### config.mk
export PLATFORM = sky130hd
export DESIGN_NAME = lru_page_cache_directory_flat
export DESIGN_NICKNAME = d
export VERILOG_FILES = /design/src/lpcd_pkg.sv /design/src/lpcd_if.sv /design/src/lru_page_cache_directory.sv /design/src/flat_wrapper.sv
export SDC_FILE = /design/constraint.sdc
export NUM_CORES = 2
export LEC_CHECK = 0
export ABC_AREA = 1
export BUFFER_PORTS_ARGS = -buffer_cell sky130_fd_sc_hd__buf_2
export CAP_MARGIN = 10
export CELL_PAD_IN_SITES_DETAIL_PLACEMENT = 1
export CELL_PAD_IN_SITES_GLOBAL_PLACEMENT = 1
export CORE_MARGIN = 4
export CORE_UTILIZATION = 48
export CTS_CLUSTER_DIAMETER = 60
export DETAILED_ROUTE_END_ITERATION = 7
export PLACE_DENSITY = 0.86
export SYNTH_ARGS = -nofsm -noshare
export SYNTH_HDL_FRONTEND = slang
export SYNTH_SLANG_ARGS = --single-unit
### constraint.sdc
create_clock -name clk_i -period 4.7 [get_ports clk_i]
set_input_delay 0.235 -clock clk_i [delete_from_list [all_inputs] [get_ports clk_i]]
set_output_delay 0.235 -clock clk_i [all_outputs]
set_load 0.05 [all_outputs]
### src/lpcd_pkg.sv
// Package: constants, command codes, state encoding and result type.
`timescale 1ns / 1ps
package lpcd_pkg;

  localparam int unsigned Slots = 16;
  localparam int unsigned SlotW = $clog2(Slots);
  localparam int unsigned CntW  = $clog2(Slots + 1);

  typedef enum logic [2:0] {
    CMD_GET       = 3'd0,
    CMD_PUT       = 3'd1,
    CMD_FLUSH_PG  = 3'd2,
    CMD_FLUSH_ALL = 3'd3,
    CMD_MARK      = 3'd4
  } cmd_e;

  typedef enum logic [2:0] {
    ST_IDLE,
    ST_SCAN,
    ST_DECIDE,
    ST_TOUCH,
    ST_FLUSH,
    ST_OUT
  } state_e;

  typedef struct packed {
    logic        hit;
    logic [3:0]  slot;
    logic        found;
    logic        fill_needed;
    logic        writeback_valid;
    logic [31:0] writeback_page;
    logic [3:0]  writeback_slot;
    logic [31:0] hit_count;
    logic [31:0] miss_count;
    logic        last;
  } result_t;

  typedef struct packed {
    logic [2:0]  command;
    logic [31:0] page_number;
  } cmd_t;

endpackage

### src/lpcd_if.sv
// Valid/ready channel interfaces for commands and results.
`timescale 1ns / 1ps
interface lpcd_cmd_if;
  logic           valid;
  logic           ready;
  lpcd_pkg::cmd_t data;
  modport source (output valid, output data, input ready);
  modport sink (input valid, input data, output ready);
endinterface

interface lpcd_res_if;
  logic              valid;
  logic              ready;
  lpcd_pkg::result_t data;
  modport source (output valid, output data, input ready);
  modport sink (input valid, input data, output ready);
endinterface

### src/lru_page_cache_directory.sv
// Top level: LRU page cache directory with a one-slot-per-cycle scan sequencer.
`timescale 1ns / 1ps
//  channel   dir  type         transfer when
//  cmd       in   lpcd_cmd_if  cmd.valid & cmd.ready
//  res       out  lpcd_res_if  res.valid & res.ready
//
// Each command but flush all walks all slots one per cycle through one shared
// page compare (SCAN); for get/put a second walk (TOUCH) then updates recency
// ranks. States: get/put IDLE, SCAN, DECIDE, TOUCH, OUT; flush page, mark
// dirty, unknown codes IDLE, SCAN, DECIDE, OUT; flush all IDLE, FLUSH, OUT.
// Flush all emits one result per valid dirty slot (an empty one if none).
// Results wait in a single output register; a held result stalls flush all
// mid-walk and every other command at its final step.
// Reset clears valid, dirty, ranks and counters; page tags need no reset.
module lru_page_cache_directory (
  input  logic             clk_i,
  input  logic             rst_ni,
  lpcd_cmd_if.sink         cmd,
  lpcd_res_if.source       res
);

  localparam int unsigned SW = lpcd_pkg::SlotW;
  localparam int unsigned N  = lpcd_pkg::Slots;

  lpcd_pkg::state_e state_q, state_d;

  logic [31:0]  page_mem [N];   // tag store, read at scan index
  logic [N-1:0] valid_q, dirty_q;
  logic [SW-1:0] rank_q [N];
  logic [31:0]  hits_q, miss_q;

  logic [2:0]    cmd_q;
  logic [31:0]  pg_q;
  logic [SW:0]   idx_q;          // walk index, one bit wider than a slot index
  logic          match_q;
  logic [SW-1:0] match_s_q;
  logic          free_q;
  logic [SW-1:0] free_s_q;
  logic [SW-1:0] lru_s_q;
  logic [SW-1:0] lru_r_q;
  logic [lpcd_pkg::CntW-1:0] vcnt_q;
  logic [SW-1:0] tgt_q;          // slot being touched
  logic [lpcd_pkg::CntW-1:0] old_q;  // its old rank (or valid count)
  logic          any_q;

  lpcd_pkg::result_t out_q, out_d;
  logic              ovld_q, ovld_d;
  lpcd_pkg::result_t pend_q, pend_d;   // result staged at DECIDE / FLUSH
  lpcd_pkg::result_t dec_res, fa_res;

  logic [SW-1:0] ix;
  logic          cur_v, cur_match;
  assign ix        = idx_q[SW-1:0];
  assign cur_v     = valid_q[ix];
  assign cur_match = cur_v && (page_mem[ix] == pg_q);

  logic walk_end;
  assign walk_end = (idx_q[SW-1:0] == SW'(N - 1));
  logic is_gp;
  assign is_gp = (cmd_q == lpcd_pkg::CMD_GET) || (cmd_q == lpcd_pkg::CMD_PUT);

  // next state
  always_comb begin
    state_d = state_q;
    case (state_q)
      lpcd_pkg::ST_IDLE: begin
        if (cmd.valid) begin
          if (cmd.data.command == lpcd_pkg::CMD_FLUSH_ALL) state_d = lpcd_pkg::ST_FLUSH;
          else state_d = lpcd_pkg::ST_SCAN;
        end
      end
      lpcd_pkg::ST_SCAN:   if (walk_end) state_d = lpcd_pkg::ST_DECIDE;
      lpcd_pkg::ST_DECIDE: state_d = is_gp ? lpcd_pkg::ST_TOUCH : lpcd_pkg::ST_OUT;
      lpcd_pkg::ST_TOUCH:  if (walk_end) state_d = lpcd_pkg::ST_OUT;
      lpcd_pkg::ST_FLUSH: begin
        if (!(ovld_q && !res.ready) && walk_end) state_d = lpcd_pkg::ST_OUT;
      end
      lpcd_pkg::ST_OUT: begin
        if (!ovld_q || res.ready) state_d = lpcd_pkg::ST_IDLE;
      end
      default: state_d = lpcd_pkg::ST_IDLE;
    endcase
  end

  // port outputs
  always_comb begin
    cmd.ready = (state_q == lpcd_pkg::ST_IDLE);
    res.valid = ovld_q;
    res.data  = out_q;
  end

  always_ff @(posedge clk_i or negedge rst_ni) begin
    if (!rst_ni) state_q <= lpcd_pkg::ST_IDLE;
    else state_q <= state_d;
  end

  logic [SW-1:0] vic;
  always_comb begin
    vic = free_q ? free_s_q : lru_s_q;
  end

  always_ff @(posedge clk_i) begin
    if (state_q == lpcd_pkg::ST_DECIDE && is_gp && !match_q)
      page_mem[vic] <= pg_q;
  end

  logic fa_emit;
  assign fa_emit = (state_q == lpcd_pkg::ST_FLUSH) && !(ovld_q && !res.ready)
                   && cur_v && dirty_q[ix];

  // result of get/put/flush page/mark dirty (blank for other codes), built from scan outcome
  always_comb begin
    dec_res      = '0;
    dec_res.last = 1'b1;
    if (is_gp) begin
      if (match_q) begin
        dec_res.hit  = 1'b1;
        dec_res.slot = 4'(match_s_q);
      end else begin
        dec_res.slot        = 4'(vic);
        dec_res.fill_needed = (cmd_q == lpcd_pkg::CMD_GET);
        if (!free_q && dirty_q[vic]) begin
          dec_res.writeback_valid = 1'b1;
          dec_res.writeback_page  = page_mem[vic];
          dec_res.writeback_slot  = 4'(vic);
        end
      end
    end else if ((cmd_q == lpcd_pkg::CMD_FLUSH_PG || cmd_q == lpcd_pkg::CMD_MARK)
                 && match_q) begin
      dec_res.found = 1'b1;
      dec_res.slot  = 4'(match_s_q);
      if (cmd_q == lpcd_pkg::CMD_FLUSH_PG && dirty_q[match_s_q]) begin
        dec_res.writeback_valid = 1'b1;
        dec_res.writeback_page  = pg_q;
        dec_res.writeback_slot  = 4'(match_s_q);
      end
    end
  end

  // flush all write-back for the slot under the walk index
  always_comb begin
    fa_res                 = '0;
    fa_res.slot            = 4'(ix);
    fa_res.writeback_valid = 1'b1;
    fa_res.writeback_page  = page_mem[ix];
    fa_res.writeback_slot  = 4'(ix);
  end

  // output register and staged result; flush all lags one dirty slot behind
  // so that the final one can carry last
  always_comb begin
    ovld_d = ovld_q && !res.ready;
    out_d  = out_q;
    pend_d = pend_q;
    case (state_q)
      lpcd_pkg::ST_DECIDE: pend_d = dec_res;
      lpcd_pkg::ST_FLUSH: begin
        if (fa_emit) begin
          if (any_q) begin
            ovld_d           = 1'b1;
            out_d            = pend_q;
            out_d.hit_count  = hits_q;
            out_d.miss_count = miss_q;
            out_d.last       = 1'b0;
          end
          pend_d = fa_res;
        end else if (idx_q == '0) pend_d = '0;
      end
      lpcd_pkg::ST_OUT: begin
        if (!ovld_q || res.ready) begin
          ovld_d           = 1'b1;
          out_d            = pend_q;
          out_d.last       = 1'b1;
          out_d.hit_count  = hits_q;
          out_d.miss_count = miss_q;
        end
      end
      default: ;
    endcase
  end

  always_ff @(posedge clk_i or negedge rst_ni) begin
    if (!rst_ni) begin
      ovld_q <= 1'b0;
      out_q  <= '0;
      pend_q <= '0;
    end else begin
      ovld_q <= ovld_d;
      out_q  <= out_d;
      pend_q <= pend_d;
    end
  end

  always_ff @(posedge clk_i or negedge rst_ni) begin
    if (!rst_ni) begin
      valid_q   <= '0;
      dirty_q   <= '0;
      for (int i = 0; i < N; i++) rank_q[i] <= '0;
      hits_q    <= '0;
      miss_q    <= '0;
      idx_q     <= '0;
      any_q     <= 1'b0;
      cmd_q     <= '0;
      pg_q      <= '0;
      match_q   <= 1'b0;
      match_s_q <= '0;
      free_q    <= 1'b0;
      free_s_q  <= '0;
      lru_s_q   <= '0;
      lru_r_q   <= '0;
      vcnt_q    <= '0;
      tgt_q     <= '0;
      old_q     <= '0;
    end else begin
      case (state_q)
        lpcd_pkg::ST_IDLE: begin
          idx_q   <= '0;
          match_q <= 1'b0;
          free_q  <= 1'b0;
          lru_s_q <= '0;
          lru_r_q <= '0;
          vcnt_q  <= '0;
          any_q   <= 1'b0;
          cmd_q   <= cmd.data.command;
          pg_q    <= cmd.data.page_number;
        end
        lpcd_pkg::ST_SCAN: begin
          if (cur_match && !match_q) begin
            match_q <= 1'b1;
            match_s_q <= ix;
          end
          if (!cur_v && !free_q) begin
            free_q <= 1'b1;
            free_s_q <= ix;
          end
          if (cur_v) vcnt_q <= vcnt_q + 1'b1;
          if (idx_q != '0 && rank_q[ix] > lru_r_q) begin
            lru_r_q <= rank_q[ix];
            lru_s_q <= ix;
          end else if (idx_q == '0) lru_r_q <= rank_q[ix];
          idx_q <= walk_end ? '0 : idx_q + 1'b1;
        end
        lpcd_pkg::ST_DECIDE: begin
          if (is_gp) begin
            if (match_q) begin
              tgt_q <= match_s_q;
              old_q <= lpcd_pkg::CntW'(rank_q[match_s_q]);
              if (cmd_q == lpcd_pkg::CMD_PUT) dirty_q[match_s_q] <= 1'b1;
              else hits_q <= hits_q + 1'b1;
            end else begin
              tgt_q <= vic;
              old_q <= free_q ? vcnt_q : lpcd_pkg::CntW'(rank_q[vic]);
              if (cmd_q == lpcd_pkg::CMD_GET) miss_q <= miss_q + 1'b1;
              valid_q[vic] <= 1'b1;
              dirty_q[vic] <= (cmd_q == lpcd_pkg::CMD_PUT);
            end
          end else if (match_q) begin
            if (cmd_q == lpcd_pkg::CMD_MARK) dirty_q[match_s_q] <= 1'b1;
            else if (cmd_q == lpcd_pkg::CMD_FLUSH_PG) dirty_q[match_s_q] <= 1'b0;
          end
        end
        lpcd_pkg::ST_TOUCH: begin
          // valid bits already include the target; it is skipped
          if (ix == tgt_q) rank_q[ix] <= '0;
          else if (cur_v && lpcd_pkg::CntW'(rank_q[ix]) < old_q)
            rank_q[ix] <= rank_q[ix] + 1'b1;
          idx_q <= walk_end ? '0 : idx_q + 1'b1;
        end
        lpcd_pkg::ST_FLUSH: begin
          if (!(ovld_q && !res.ready)) begin
            if (fa_emit) begin
              dirty_q[ix] <= 1'b0;
              any_q       <= 1'b1;
            end
            idx_q <= walk_end ? '0 : idx_q + 1'b1;
          end
        end
        default: ;
      endcase
    end
  end

endmodule

### src/flat_wrapper.sv
// flat-port wrapper written by rule: the top's interface ports become plain ports
module lru_page_cache_directory_flat 
  (clk_i, rst_ni, cmd_valid, cmd_data, cmd_ready, res_valid, res_data, res_ready);
  lpcd_cmd_if cmd_i ();
  lpcd_res_if res_i ();
  input  logic clk_i;
  input  logic rst_ni;
  input wire logic [$bits(cmd_i.valid)-1:0] cmd_valid;
  input wire logic [$bits(cmd_i.data)-1:0] cmd_data;
  output wire logic [$bits(cmd_i.ready)-1:0] cmd_ready;
  output wire logic [$bits(res_i.valid)-1:0] res_valid;
  output wire logic [$bits(res_i.data)-1:0] res_data;
  input wire logic [$bits(res_i.ready)-1:0] res_ready;
  assign cmd_i.valid = cmd_valid;
  assign cmd_i.data = cmd_data;
  assign cmd_ready = cmd_i.ready;
  assign res_valid = res_i.valid;
  assign res_data = res_i.data;
  assign res_i.ready = res_ready;
  lru_page_cache_directory u_core (.clk_i(clk_i), .rst_ni(rst_ni), .cmd(cmd_i), .res(res_i));
endmodule
==> metrics.md <==
| Metric | Value |
|---|---|
| Status | `finished clean` |
| DPL Wire Length | `108,000 um` |
| Largest delay share family, worst path | `simple AND/OR/NAND/NOR gates` |
| Logic pwr share | `0.402` |
| HP Class | `primary input to asynchronous set/reset pin` |
| # resized after CTS | `0` |
| Crit path required time | `5.31 ns` |
| Initial core utilization | `0.485` |
| Fin nets | `5,474` |
| Fmax | `0.244 GHz` |
| Clock sink count | `902` |
| Post-Place Setup Slack | `0.739 ns` |
| Max-Cap Viols | `0` |
| TritonRoute pass-1 iters | `6` |
| Vias | `42,200` |
| NetSw | `0.0146 W` |
| Yosys warns | `0` |
| Hold_ws | `0.137 ns` |
| Sequential Power Share | `0.343` |
| CP Max Fanout | `122` |
| Port-buffer cells | `149` |
| Core Rows | `112` |
| Power density cells | `633 nW/um^2` |
| Clock latency at the later pin of the worst-skew pair | `0.70 ns` |
| Most frequent cells in the layout | `nand2_1, inv_1, o21ai_0` |
| Final Skew | `0.0401 ns` |
| Die X | `315 um` |
| Placed insts | `6,535` |
| Critical path class | `flip-flop to flip-flop` |
| Data arrival time of the critical path | `4.70 ns` |
| Number of setup buffers added after CTS | `0` |
| Drt first-iter violations | `5,480` |
| Leak Pwr | `22.2 nW` |
| Largest net degree at the start of global routing | `167` |
| Worst-path clk slew | `0.07 ns` |
| Clock Power Share | `0.255` |
| Sw frac | `0.450` |
| Multi-input gate area in the final layout | `16,500 sq um` |
| Unique cell type count in the Yosys netlist | `55` |
| Average wire per standard cell | `26.9 um` |
| Maximum VDD drop | `0.000527 V` |
| Finish-stage setup viols | `0` |
| Startpoint types | `flip-flop` |
| Final Critical Period | `4.10 ns` |
| Fin worst setup slack | `0.605 ns` |
| Register area | `25,100 sq um` |
| Total CTS buffers | `101` |
| Syn Nets | `5,382` |
| Die ar. | `99,400 sq um` |
| Slowest CP cell | `dfrtp_4` |
| Setup TNS | `0 ns` |
| First-pass GRT wire length | `271,000 um` |
| Internal Power | `0.0178 W` |
| Register bit total from synthesis | `902` |
| Initial antenna violation count | `6` |
| Sequential-to-total area share from yosys stat | `0.554` |
| Fin crit share | `0.871` |
| Crit path largest cell delay | `0.65 ns` |
| RSZ-0062 raised after global routing | `false` |
| Gr ovfl total | `0` |
| EDFF count, synth | `512` |
| Die Y | `315 um` |
| Final cell count without fillers | `6,760` |
| Ys flop type | `edfxtp_1` |
| Core ar. | `93,500 sq um` |
| Syn Area/Cell | `8.51 sq um` |
| CTS tree | `done` |
| Layout cells sized above 1 | `0.0871` |
| Area delta synth->final | `12.7%` |
| Vias in the first global route | `44,500` |
| Syn Inst Count | `5,328` |
| Cells along the critical path | `inv_8 -> buf_12 -> o21ai_0 -> o21ai_0 -> nand2_1 -> nand2_1 -> inv_1 -> nand2_1 -> nand2_1 -> nand2_1 -> nand2_1 -> nor2_2 -> nand3_2 -> clkinv_1 -> nand3_1 -> nand2_1` |
| CTS Buffer Depth | `3` |
| Synthesized cell area | `45,300 sq um` |
| Final WL | `182,000 um` |
| Pins Over Slew Limit | `0` |
| Ys async rst share | `0.432` |
| Clock Tree Root | `clkbuf_16` |
| Worst-Margin Slew | `1.12 ns` |
| IO Count | `150` |
| WP buf/inv | `4` |
| Hold Fails Final Rpt | `0` |
| DRC | `0` |
| Critical path endpoint category | `flip-flop` |
| Cell repeated most along the worst path | `nand2_1` |
| Total track usage | `0.358` |
| Fill cell count | `11,000` |
| RePlAce Congestion | `0.954` |
| Commonest non-fill, non-tap cell in the layout | `nand2_1` |
| Htree depth | `3` |
| DR vias/cell | `6.24` |
| Slew headroom | `0.255` |
| Routed Antenna Nets | `0` |
==> worst register-to-register path: stages, from the launching register on <==
cell,delay [ns]
dfrtp_4,0.65
inv_8,0.50
buf_12,0.56
o21ai_0,0.40
o21ai_0,0.17
nand2_1,0.08
nand2_1,0.09
inv_1,0.08
nand2_1,0.11
nand2_1,0.06
nand2_1,0.16
nand2_1,0.21
nor2_2,0.14
nand3_2,0.27
clkinv_1,0.22
nand3_1,0.14
nand2_1,0.17
==> synthesized netlist by cell type (2+ instances only) <==
cell type,count,area (sq um)
nand2_1,1477,5540
inv_1,611,2290
o21ai_0,562,2810
edfxtp_1,512,15400
nor2_1,483,1810
dfrtp_1,390,9760
o22ai_1,289,1810
nand3_1,263,1320
buf_2,117,586
clkbuf_1,92,345
a21oi_1,79,395
o21ai_1,72,360
xor2_1,64,561
a22oi_1,42,315
nor3_1,30,150
buf_4,29,218
o221ai_1,28,245
buf_1,24,90.1
buf_6,23,259
nand4_1,21,131
ha_1,15,188
inv_2,12,45.0
nor2_2,12,75.1
o211ai_1,12,90.1
nor4_1,10,62.6
o21bai_1,5,37.5
and3_1,4,25.0
a31o_2,3,26.3
a41oi_1,3,26.3
clkinv_1,3,11.3
nand2_2,3,18.8
nand3_2,3,30.0
nor3b_1,3,22.5
o31ai_1,3,22.5
a21oi_2,2,17.5
a32o_1,2,20.0
buf_8,2,30.0
inv_4,2,12.5
nand4_2,2,25.0
nor2_4,2,22.5
nor3_2,2,20.0
or2_2,2,12.5
==> cell families (layout without fill, tap and decap cells) <==
logic type / count (synthesis) / after routing / synth area share
flops: 902 / 902 / 0.554
compound gates: 1112 / 1112 / 0.138
buf+inv: 915 / 1089 / 0.0858
other cells: 0 / 4 / 0
xor+xnor: 64 / 64 / 0.0124
fa+ha+maj: 15 / 15 / 0.00414
simple gates: 2320 / 2320 / 0.205
==> power groups by stage <==
stage	logic, W	clock network, W	registers (W)
floorplan	0.00779	0	0.0110
global placement	0.0119	0	0.0111
detailed placement	0.0124	0	0.0112
CTS	0.0126	0.00826	0.0111
global route	0.0138	0.00863	0.0112
finish	0.0130	0.00826	0.0111
==> flip-flops by register name, summed over array words and instances, names as in the netlist, 5 cells and up, named ones only <==
name	flops
u_core.page_mem	512
u_core.res.data	109
u_core.rank_q	64
u_core.pend_q	44
u_core.hits_q	32
u_core.miss_q	32
u_core.pg_q	32
u_core.valid_q	16
u_core.idx_q	5
u_core.old_q	5
u_core.vcnt_q	5
==> cell type report <==
class | count | area share
Clock inverter | 35 | 0.00940
Inverter | 628 | 0.0464
Sequential cell | 902 | 0.492
Multi-Input combinational cell | 3511 | 0.323
Antenna cell | 4 | 0.000196
Timing Repair Buffer | 276 | 0.0403
Clock buffer | 150 | 0.0576
Tap cell | 1254 | 0.0307
==> timing repair <==
| item | CTS | global route |
|---|---|---|
| endpoints found under the hold margin | 121 | 0 |
| hold buffers | 36 | 0 |
| endpoints found under the setup margin | 0 | 0 |
==> per-stage QoR <==
step                 util  cell area (sq um)  total power [W]
floorplan               -              45300           0.0188
global placement    0.506              47300           0.0230
detailed placement  0.506              47300           0.0235
CTS                 0.547              51100           0.0319
global route        0.547              51100           0.0337
finish              0.547              51100           0.0324
==> routing by layer <==
metal / global-route usage / vias up / wire length, um
li1: - / 17900 / -
met1: 0.439 / 20700 / 66200
met2: 0.578 / 2702 / 83400
met3: 0.0710 / 843 / 17800
met4: 0.237 / 2 / 14200
met5: 0 / - / 12
==> final timing paths <==
kind                              startpoint             endpoint  slack [ns]  cells past startpoint
hold reg to reg            u_core.valid_q[6]    u_core.valid_q[6]        0.47                      2
max in group asynchronous             rst_ni       u_core.pg_q[1]        3.32                      3
setup reg to reg             u_core.idx_q[0]  u_core.match_s_q[2]        0.60                     16
setup / recovery             u_core.idx_q[0]  u_core.match_s_q[2]        0.60                     16
hold / removal                        rst_ni    u_core.rank_q[61]        0.14                      2
min in group clk_i                 cmd_valid    u_core.state_q[1]        0.15                      4
Power figures use the tool's default switching activity.
